**src/rtl/symmetric_pair_gradient_climb_top_defines.svh**
```systemverilog
// assertion macros shared by the climb block
`ifndef SYMMETRIC_PAIR_GRADIENT_CLIMB_TOP_DEFINES_SVH
`define SYMMETRIC_PAIR_GRADIENT_CLIMB_TOP_DEFINES_SVH

// implication checked on every clock edge outside reset
`define SPGC_ASSERT_IMP(label, ante, cons, msg) \
  label: assert property (@(posedge clk) disable iff (rst) (ante) |-> (cons)) \
    else $error(msg);

// next-cycle implication checked outside reset
`define SPGC_ASSERT_NEXT(label, ante, cons, msg) \
  label: assert property (@(posedge clk) disable iff (rst) (ante) |=> (cons)) \
    else $error(msg);

`endif

```
**src/rtl/spgc_pkg.sv**
```systemverilog
package spgc_pkg;

  localparam int ImageWidth  = 256;
  localparam int ImageHeight = 256;
  localparam int GradBits    = 16;
  localparam int MaxStride   = 4;
  localparam int MaxMoves    = 1024;
  localparam int LoadSide    = 256;

  // working coordinates: 16 bit inputs plus two 16 bit shifts plus climb drift
  localparam int CoordW  = 24;
  localparam int StrideW = 3;
  localparam int CountW  = $clog2(MaxMoves + 1);
  localparam int SumW    = GradBits + 1;
  localparam int AddrW   = 16;

  // register indexes
  localparam logic [2:0] RegOffsetX  = 3'd0;
  localparam logic [2:0] RegOffsetY  = 3'd1;
  localparam logic [2:0] RegGrowthX  = 3'd2;
  localparam logic [2:0] RegGrowthY  = 3'd3;
  localparam logic [2:0] RegStepDirX = 3'd4;
  localparam logic [2:0] RegStepDirY = 3'd5;
  localparam logic [2:0] RegLookAhd  = 3'd6;

  // request codes
  localparam logic ReqLoad = 1'b0;
  localparam logic ReqMove = 1'b1;

  typedef logic signed [CoordW-1:0] coord_t;

  // map read request from the sequencer
  typedef struct packed {
    logic   valid;
    coord_t x;
    coord_t y;
  } rd_req_t;

  // map read answer, registered and given in the cycle after the request
  typedef struct packed {
    logic                valid;
    logic [GradBits-1:0] value;
  } rd_rsp_t;

  // point inside the map
  function automatic logic in_map(input coord_t x, input coord_t y);
    in_map = (x >= 0) && (x < coord_t'(ImageWidth)) &&
             (y >= 0) && (y < coord_t'(ImageHeight));
  endfunction

  // q2.14 times a small stride, rounded half away from zero
  function automatic coord_t scale_round(input logic signed [15:0] q,
                                         input logic [StrideW-1:0] s);
    logic signed [19:0] p;
    logic        [19:0] mag;
    logic        [19:0] r;
    p   = q * $signed({1'b0, s});
    mag = p[19] ? 20'(-p) : 20'(p);
    r   = (mag + 20'd8192) >> 14;
    scale_round = p[19] ? -coord_t'(r) : coord_t'(r);
  endfunction

endpackage

```
**src/rtl/spgc_seq.sv**
```systemverilog
module spgc_seq (
  input  logic                  clk,
  input  logic                  rst,
  input  logic                  start,
  input  spgc_pkg::coord_t      init_ax,
  input  spgc_pkg::coord_t      init_ay,
  input  spgc_pkg::coord_t      init_bx,
  input  spgc_pkg::coord_t      init_by,
  input  logic signed [15:0]    dir_x,
  input  logic signed [15:0]    dir_y,
  input  logic                  look_ahead,
  output spgc_pkg::rd_req_t     rd_req,
  input  spgc_pkg::rd_rsp_t     rd_rsp,
  output logic                  done,
  output spgc_pkg::coord_t      fin_ax,
  output spgc_pkg::coord_t      fin_ay,
  output spgc_pkg::coord_t      fin_bx,
  output spgc_pkg::coord_t      fin_by
);
  import spgc_pkg::*;
  `include "symmetric_pair_gradient_climb_top_defines.svh"

  typedef enum logic [4:0] {
    S_IDLE  = 5'b00001,
    S_STEP  = 5'b00010,
    S_READ  = 5'b00100,
    S_DEC   = 5'b01000,
    S_DONE  = 5'b10000
  } state_t;

  state_t state, state_next;

  coord_t ax, ay, bx, by;
  coord_t dx, dy;
  logic [StrideW-1:0] stride;
  logic [CountW-1:0]  move_count;
  // read slot 0..5: here a, here b, in a, in b, out a, out b
  logic [2:0]         slot;
  logic [2:0]         rsp_slot;
  logic [SumW-1:0]    p_here, p_in, p_out;
  logic               cand_ok;
  logic [SumW-1:0]    p_out_fin;
  logic [SumW-1:0]    best;
  logic               go_in;
  logic               moved;

  coord_t rx, ry;

  // candidate points for the current slot
  always_comb begin
    rx = ax;
    ry = ay;
    case (slot)
      3'd0: begin rx = ax; ry = ay; end
      3'd1: begin rx = bx; ry = by; end
      3'd2: begin rx = ax + dx; ry = ay + dy; end
      3'd3: begin rx = bx - dx; ry = by - dy; end
      3'd4: begin rx = ax - dx; ry = ay - dy; end
      3'd5: begin rx = bx + dx; ry = by + dy; end
      default: begin rx = ax; ry = ay; end
    endcase
  end

  assign rd_req.valid = (state == S_READ);
  assign rd_req.x     = rx;
  assign rd_req.y     = ry;

  // last response lands while in the decide state
  assign p_out_fin = p_out + SumW'(rd_rsp.value);
  assign go_in     = p_in > p_out_fin;
  assign best      = go_in ? p_in : p_out_fin;
  assign moved     = cand_ok && (best > p_here);

  // state transitions
  always_comb begin
    state_next = state;
    case (state)
      S_IDLE: if (start) state_next = S_STEP;
      S_STEP: begin
        if (move_count >= CountW'(MaxMoves)) state_next = S_DONE;
        else                                  state_next = S_READ;
      end
      S_READ: if (slot == 3'd5) state_next = S_DEC;
      S_DEC: begin
        if (rd_rsp.valid) begin
          if (moved || (look_ahead && stride < StrideW'(MaxStride))) state_next = S_STEP;
          else                                                      state_next = S_DONE;
        end
      end
      S_DONE:  state_next = S_IDLE;
      default: state_next = S_IDLE;
    endcase
  end

  always_ff @(posedge clk) begin
    if (rst) begin
      state      <= S_IDLE;
      stride     <= StrideW'(1);
      move_count <= '0;
      slot       <= '0;
      rsp_slot   <= '0;
      ax <= '0; ay <= '0; bx <= '0; by <= '0;
    end else begin
      state <= state_next;
      case (state)
        S_IDLE: begin
          if (start) begin
            ax <= init_ax; ay <= init_ay; bx <= init_bx; by <= init_by;
            stride     <= StrideW'(1);
            move_count <= '0;
          end
        end
        S_STEP: begin
          dx       <= scale_round(dir_x, stride);
          dy       <= scale_round(dir_y, stride);
          slot     <= '0;
          rsp_slot <= '0;
          p_here   <= '0;
          p_in     <= '0;
          p_out    <= '0;
          cand_ok  <= 1'b1;
        end
        S_READ: begin
          slot <= slot + 3'd1;
          if (slot >= 3'd2 && !in_map(rx, ry)) cand_ok <= 1'b0;
        end
        default: ;
      endcase

      // accumulate map answers
      if (rd_rsp.valid) begin
        rsp_slot <= rsp_slot + 3'd1;
        if (rsp_slot <= 3'd1)      p_here <= p_here + SumW'(rd_rsp.value);
        else if (rsp_slot <= 3'd3) p_in   <= p_in + SumW'(rd_rsp.value);
        else                       p_out  <= p_out + SumW'(rd_rsp.value);
      end

      // decide on the move
      if (state == S_DEC && rd_rsp.valid) begin
        if (moved) begin
          move_count <= move_count + CountW'(1);
          if (go_in) begin
            ax <= ax + dx; ay <= ay + dy; bx <= bx - dx; by <= by - dy;
          end else begin
            ax <= ax - dx; ay <= ay - dy; bx <= bx + dx; by <= by + dy;
          end
        end else if (look_ahead && stride < StrideW'(MaxStride)) begin
          stride <= stride + StrideW'(1);
        end
      end
    end
  end

  assign done   = (state == S_DONE);
  assign fin_ax = ax;
  assign fin_ay = ay;
  assign fin_bx = bx;
  assign fin_by = by;

  `SPGC_ASSERT_IMP(a_cap, state != S_IDLE, move_count <= CountW'(MaxMoves),
    "move count beyond cap")
  `SPGC_ASSERT_IMP(a_stride, state != S_IDLE,
    stride >= StrideW'(1) && stride <= StrideW'(MaxStride), "stride out of range")
  `SPGC_ASSERT_NEXT(a_done, state == S_DONE, state == S_IDLE, "done not followed by idle")

endmodule

```
**config.mk**
```make
export PLATFORM = sky130hd
export DESIGN_NAME = spgc_seq
export DESIGN_NICKNAME = d
export VERILOG_FILES = /design/src/rtl/spgc_pkg.sv /design/src/rtl/spgc_seq.sv
export VERILOG_INCLUDE_DIRS = /design/src /design/src/rtl
export SDC_FILE = /design/constraint.sdc
export NUM_CORES = 1
export LEC_CHECK = 0
export BUFFER_PORTS_ARGS = -buffer_cell sky130_fd_sc_hd__buf_2
export CAP_MARGIN = 40
export CORE_ASPECT_RATIO = 0.75
export CORE_UTILIZATION = 35
export CTS_BUF_LIST = sky130_fd_sc_hd__clkbuf_16
export DETAILED_ROUTE_END_ITERATION = 10
export GPL_TIMING_DRIVEN = 0
export PLACE_DENSITY = 0.63
export SYNTH_ARGS = -nofsm -noshare
export SYNTH_HDL_FRONTEND = slang
export SYNTH_SLANG_ARGS = --single-unit
```
**constraint.sdc**
```tcl
create_clock -name clk -period 9.8 [get_ports clk]
set_input_delay 0.49 -clock clk [delete_from_list [all_inputs] [get_ports clk]]
set_output_delay 0.49 -clock clk [all_outputs]
set_load 0.02 [all_outputs]
```
==> impl_metrics.py <==
metrics = {
    "pwr": {
        "pwr-share-seq_pct": 23.5,
        "swShare_pct": 51.4,
        "vdd_ir_drop_max_v": 0.000156,
        "intPower_w": 0.00225,
        "pwr_density_cell_nw_per_um2": 137,
        "pwr-share-clk_pct": 17.5,
        "p_leak_nw": 15.2,
        "p_switching_w": 0.00238,
        "power.share.combinational_pct": 59.0,
    },
    "worst_setup_path": {
        "cp_slowest_cell": "clkbuf_1",
        "max_stage_delay_ps": 670,
        "reg2reg_from": "p_out[0]",
        "required_ps": 10250,
        "r2r-end": "fin_ax[9]",
        "cp_max_fo": 19,
        "end_kind": "flip-flop",
        "cp-start-kind": "flip-flop",
        "rrSetupSlack_ps": 710,
        "worstSetupPathType": "reg -> reg",
        "arrival_ps": 9540,
        "cp_common_cell": "o21a_1",
        "r2r_cells": 39,
    },
    "global_route": {
        "grt_max_degree": 58,
        "grt_overflow": 0,
        "track_usage_pct": 33.6,
        "grt_pass1_wl_um": 208000,
        "antenna_found_initial": 11,
        "grt_pass1_vias": 30500,
    },
    "sta": {
        "period_needed_ps": 9090,
        "hold_violations": 0,
        "slew_headroom_pct": 29.3,
        "period_share_pct": 92.7,
        "rsz0062_at_grt": "false",
        "maxSlewViolCount": 0,
        "worstMarginPinSlew_ps": 1060,
        "clock_skew_ps": 28.4,
        "setup_viol": 0,
        "worst_slack_ps": 712,
        "max_freq_ghz": 0.110,
    },
    "place": {
        "dp_hpwl_um": 119000,
        "dp_slack_ps": -552,
        "place_congestion": 1.04,
        "portBuffers": 294,
        "dpl-instance-area_um2": 33100,
    },
    "yosys": {
        "ys_seq_area_share_pct": 15.8,
        "ys_seq_elements": 195,
        "ys.warnings.count": 0,
        "post_synth_num_cell_types": 97,
        "synth_edf_count": 74,
        "async_flop_share_pct": 0,
        "synthCells": 4028,
        "netlist_area_um2": 29300,
        "yosys_most_used_dff": "dfxtp_1",
        "synth_nets": 4575,
        "postSynthAreaPerCell_um2": 7.28,
    },
    "floorplanning": {
        "dieArea_um2": 85000,
        "initial_utilization_pct": 35.5,
        "rows": 91,
        "ioPinCount": 295,
        "fp.dieH_um": 253,
        "die_x_um": 336,
        "core_area_um2": 82500,
    },
    "clocking": {
        "insertion_delay_ps": 540,
        "postCtsSetupBuffers": 0,
        "numClockSinks": 195,
        "htree_levels": 4,
        "numCtsBuffers": 17,
        "cts_root_buf": "clkbuf_16",
        "cts_tree": "built",
        "cts_buffer_depth": 2,
        "clk_pin_slew_ps": 110,
        "cts_hold_buf": 0,
    },
    "final_layout": {
        "layout-area-overhead-vs-synth_pct": 14.9,
        "drive_above_1_share_pct": 11.2,
        "fin_area_um2": 33700,
        "finalNetCount": 4957,
    },
    "detailed_routing": {
        "drt_iter0_markers": 4039,
        "ant_nets": 0,
        "viasPerCell": 6.03,
        "post_drt_wl_per_cell_um": 26.5,
        "drtPass1Iterations": 6,
        "vias": 33400,
        "finalWirelength_um": 147000,
        "drc": 0,
    },
    "run": {
        "cap_violations": 0,
    },
    "min_path": {
        "holdPathStages": 3,
        "min_path_type": "in -> reg",
        "hold_path_startpoint": "init_ax[20]",
        "hold_end": "fin_ax[20]",
    },
    "status": {
        "status": "finished, final reports clean",
    },
}
==> synthesized netlist by cell type, types with 25 or more instances <==
cell type / instances / area [µm²]
mux2i_1: 71 / 711
a21o_1: 54 / 405
o21ai_0: 308 / 1540
a31oi_1: 41 / 257
edfxtp_1: 74 / 2220
and2_1: 86 / 538
or3_1: 30 / 188
buf_2: 32 / 160
nor2b_1: 47 / 294
inv_1: 306 / 1150
o21a_1: 34 / 255
a21oi_1: 284 / 1420
fa_1: 43 / 861
nor2_1: 406 / 1520
nor4_1: 25 / 156
ha_1: 355 / 4440
nor3_1: 67 / 335
a311oi_1: 57 / 499
nand3_1: 102 / 510
o211ai_1: 32 / 240
clkbuf_1: 178 / 668
nand2_1: 432 / 1620
xor2_1: 79 / 692
nand2b_1: 48 / 300
dfxtp_1: 121 / 2420
xnor2_1: 174 / 1520
a211oi_1: 49 / 368
o31ai_1: 34 / 255
==> cells by family after synthesis <==
family                     Yosys count  share of synthesized area, %
and+or+nand+nor                   1369                          21.7
AOI/OAI and AO/OA                 1191                          26.9
buffers and inverters              539                          7.06
adders and majority gates          401                          18.2
xor gates and xnor gates           253                          7.55
DFF                                195                          15.8
muxes                               80                          2.77
==> sequential cells by signal (all words and copies together) (netlist names) <==
register / count
fin_ay: 24
slot: 3
p_here: 17
move_count: 11
fin_ax: 24
rsp_slot: 3
stride: 3
dx: 11
fin_bx: 24
p_in: 17
p_out: 17
dy: 11
state: 5
cand_ok: 1
fin_by: 24
==> worst max-delay path, delay by kind of cell, from the launching register on <==
| kind | cells | cell delay [ps] |
|---|---|---|
| flops | 1 | 390 |
| simple gates | 8 | 1540 |
| buf+inv | 5 | 1860 |
| fa+ha+maj | 4 | 890 |
| compound gates | 21 | 4010 |
| xor+xnor | 1 | 290 |
==> power by group through the flow <==
stage               Combinational (W)  Clock (W)  Sequential (W)
finish                        0.00273   0.000812         0.00109
global placement              0.00256          0         0.00110
CTS                           0.00264   0.000818         0.00108
detailed placement            0.00262          0         0.00110
floorplan                     0.00168          0         0.00108
global route                  0.00291   0.000840         0.00109
==> repair_timing <==
action,CTS,global route
resized for setup,3,16
hold endpoints to repair,0,0
pin swaps,0,0
setup endpoints to repair,87,107
==> metal layers <==
| metal | global-route usage [%] | up-vias | wire length, µm |
|---|---|---|---|
| met5 | 0 | - | 75 |
| met4 | 12.8 | 8 | 6190 |
| met3 | 10.3 | 322 | 19300 |
| met2 | 46.4 | 1958 | 56800 |
| met1 | 47.8 | 15900 | 64300 |
| li1 | - | 15200 | - |
==> through the flow <==
stage	utilization [%]	instances	power, W	setup TNS (ps)	hold slack (ps)
CTS	40.8	5536	0.00453	0	184
global route	40.9	5540	0.00485	0	202
global placement	39.0	5438	0.00366	-43580	461
finish	40.9	5541	0.00463	0	203
floorplan	-	4028	0.00276	0	436
detailed placement	40.0	5504	0.00372	-34570	459
==> worst max-delay path by stage <==
| stage | start | end | slack, ps | cells past startpoint |
|---|---|---|---|---|
| detailed placement | rd_rsp[0] | fin_ay[12] | -550 | 42 |
| finish | p_out[0] | fin_ax[9] | 710 | 39 |
| CTS | p_out[0] | fin_bx[16] | 7 | 41 |
| global placement | rd_rsp[0] | fin_bx[6] | -870 | 41 |
| floorplan | rd_rsp[0] | fin_ay[11] | 2620 | 41 |
| global route | p_out[0] | fin_ay[12] | 100 | 40 |
==> cell type report <==
class / count / area (µm²)
antenna: 2 / 5.00
buffer: 226 / 917
multi-input combinational: 3294 / 22600
clock inverter: 15 / 196
fill: 8674 / 48800
clock buffer: 17 / 425
tap: 1116 / 1400
sequential: 195 / 4640
timing repair buffer: 364 / 2340
inverter: 312 / 1170
==> layout by cell type, fill, tap and decap left out, drive strengths merged, types with 21 or more instances in the layout <==
cell type / instances
a31oi: 41
a2111oi: 25
o22ai: 23
nand2: 432
and2: 86
o31ai: 37
edfxtp: 74
nor3: 69
nor2b: 47
mux2i: 71
ha: 355
xor2: 79
nor2: 407
o21ai: 316
or3: 30
nand2b: 48
a211oi: 51
a311oi: 58
buf: 410
nor4: 25
o211ai: 33
and3: 24
a221oi: 27
inv: 314
o21bai: 22
nand3: 102
o21a: 34
or2: 21
clkbuf: 197
dfxtp: 121
xnor2: 174
a21oi: 284
a21o: 54
fa: 43
Power figures use the tool's default switching activity.
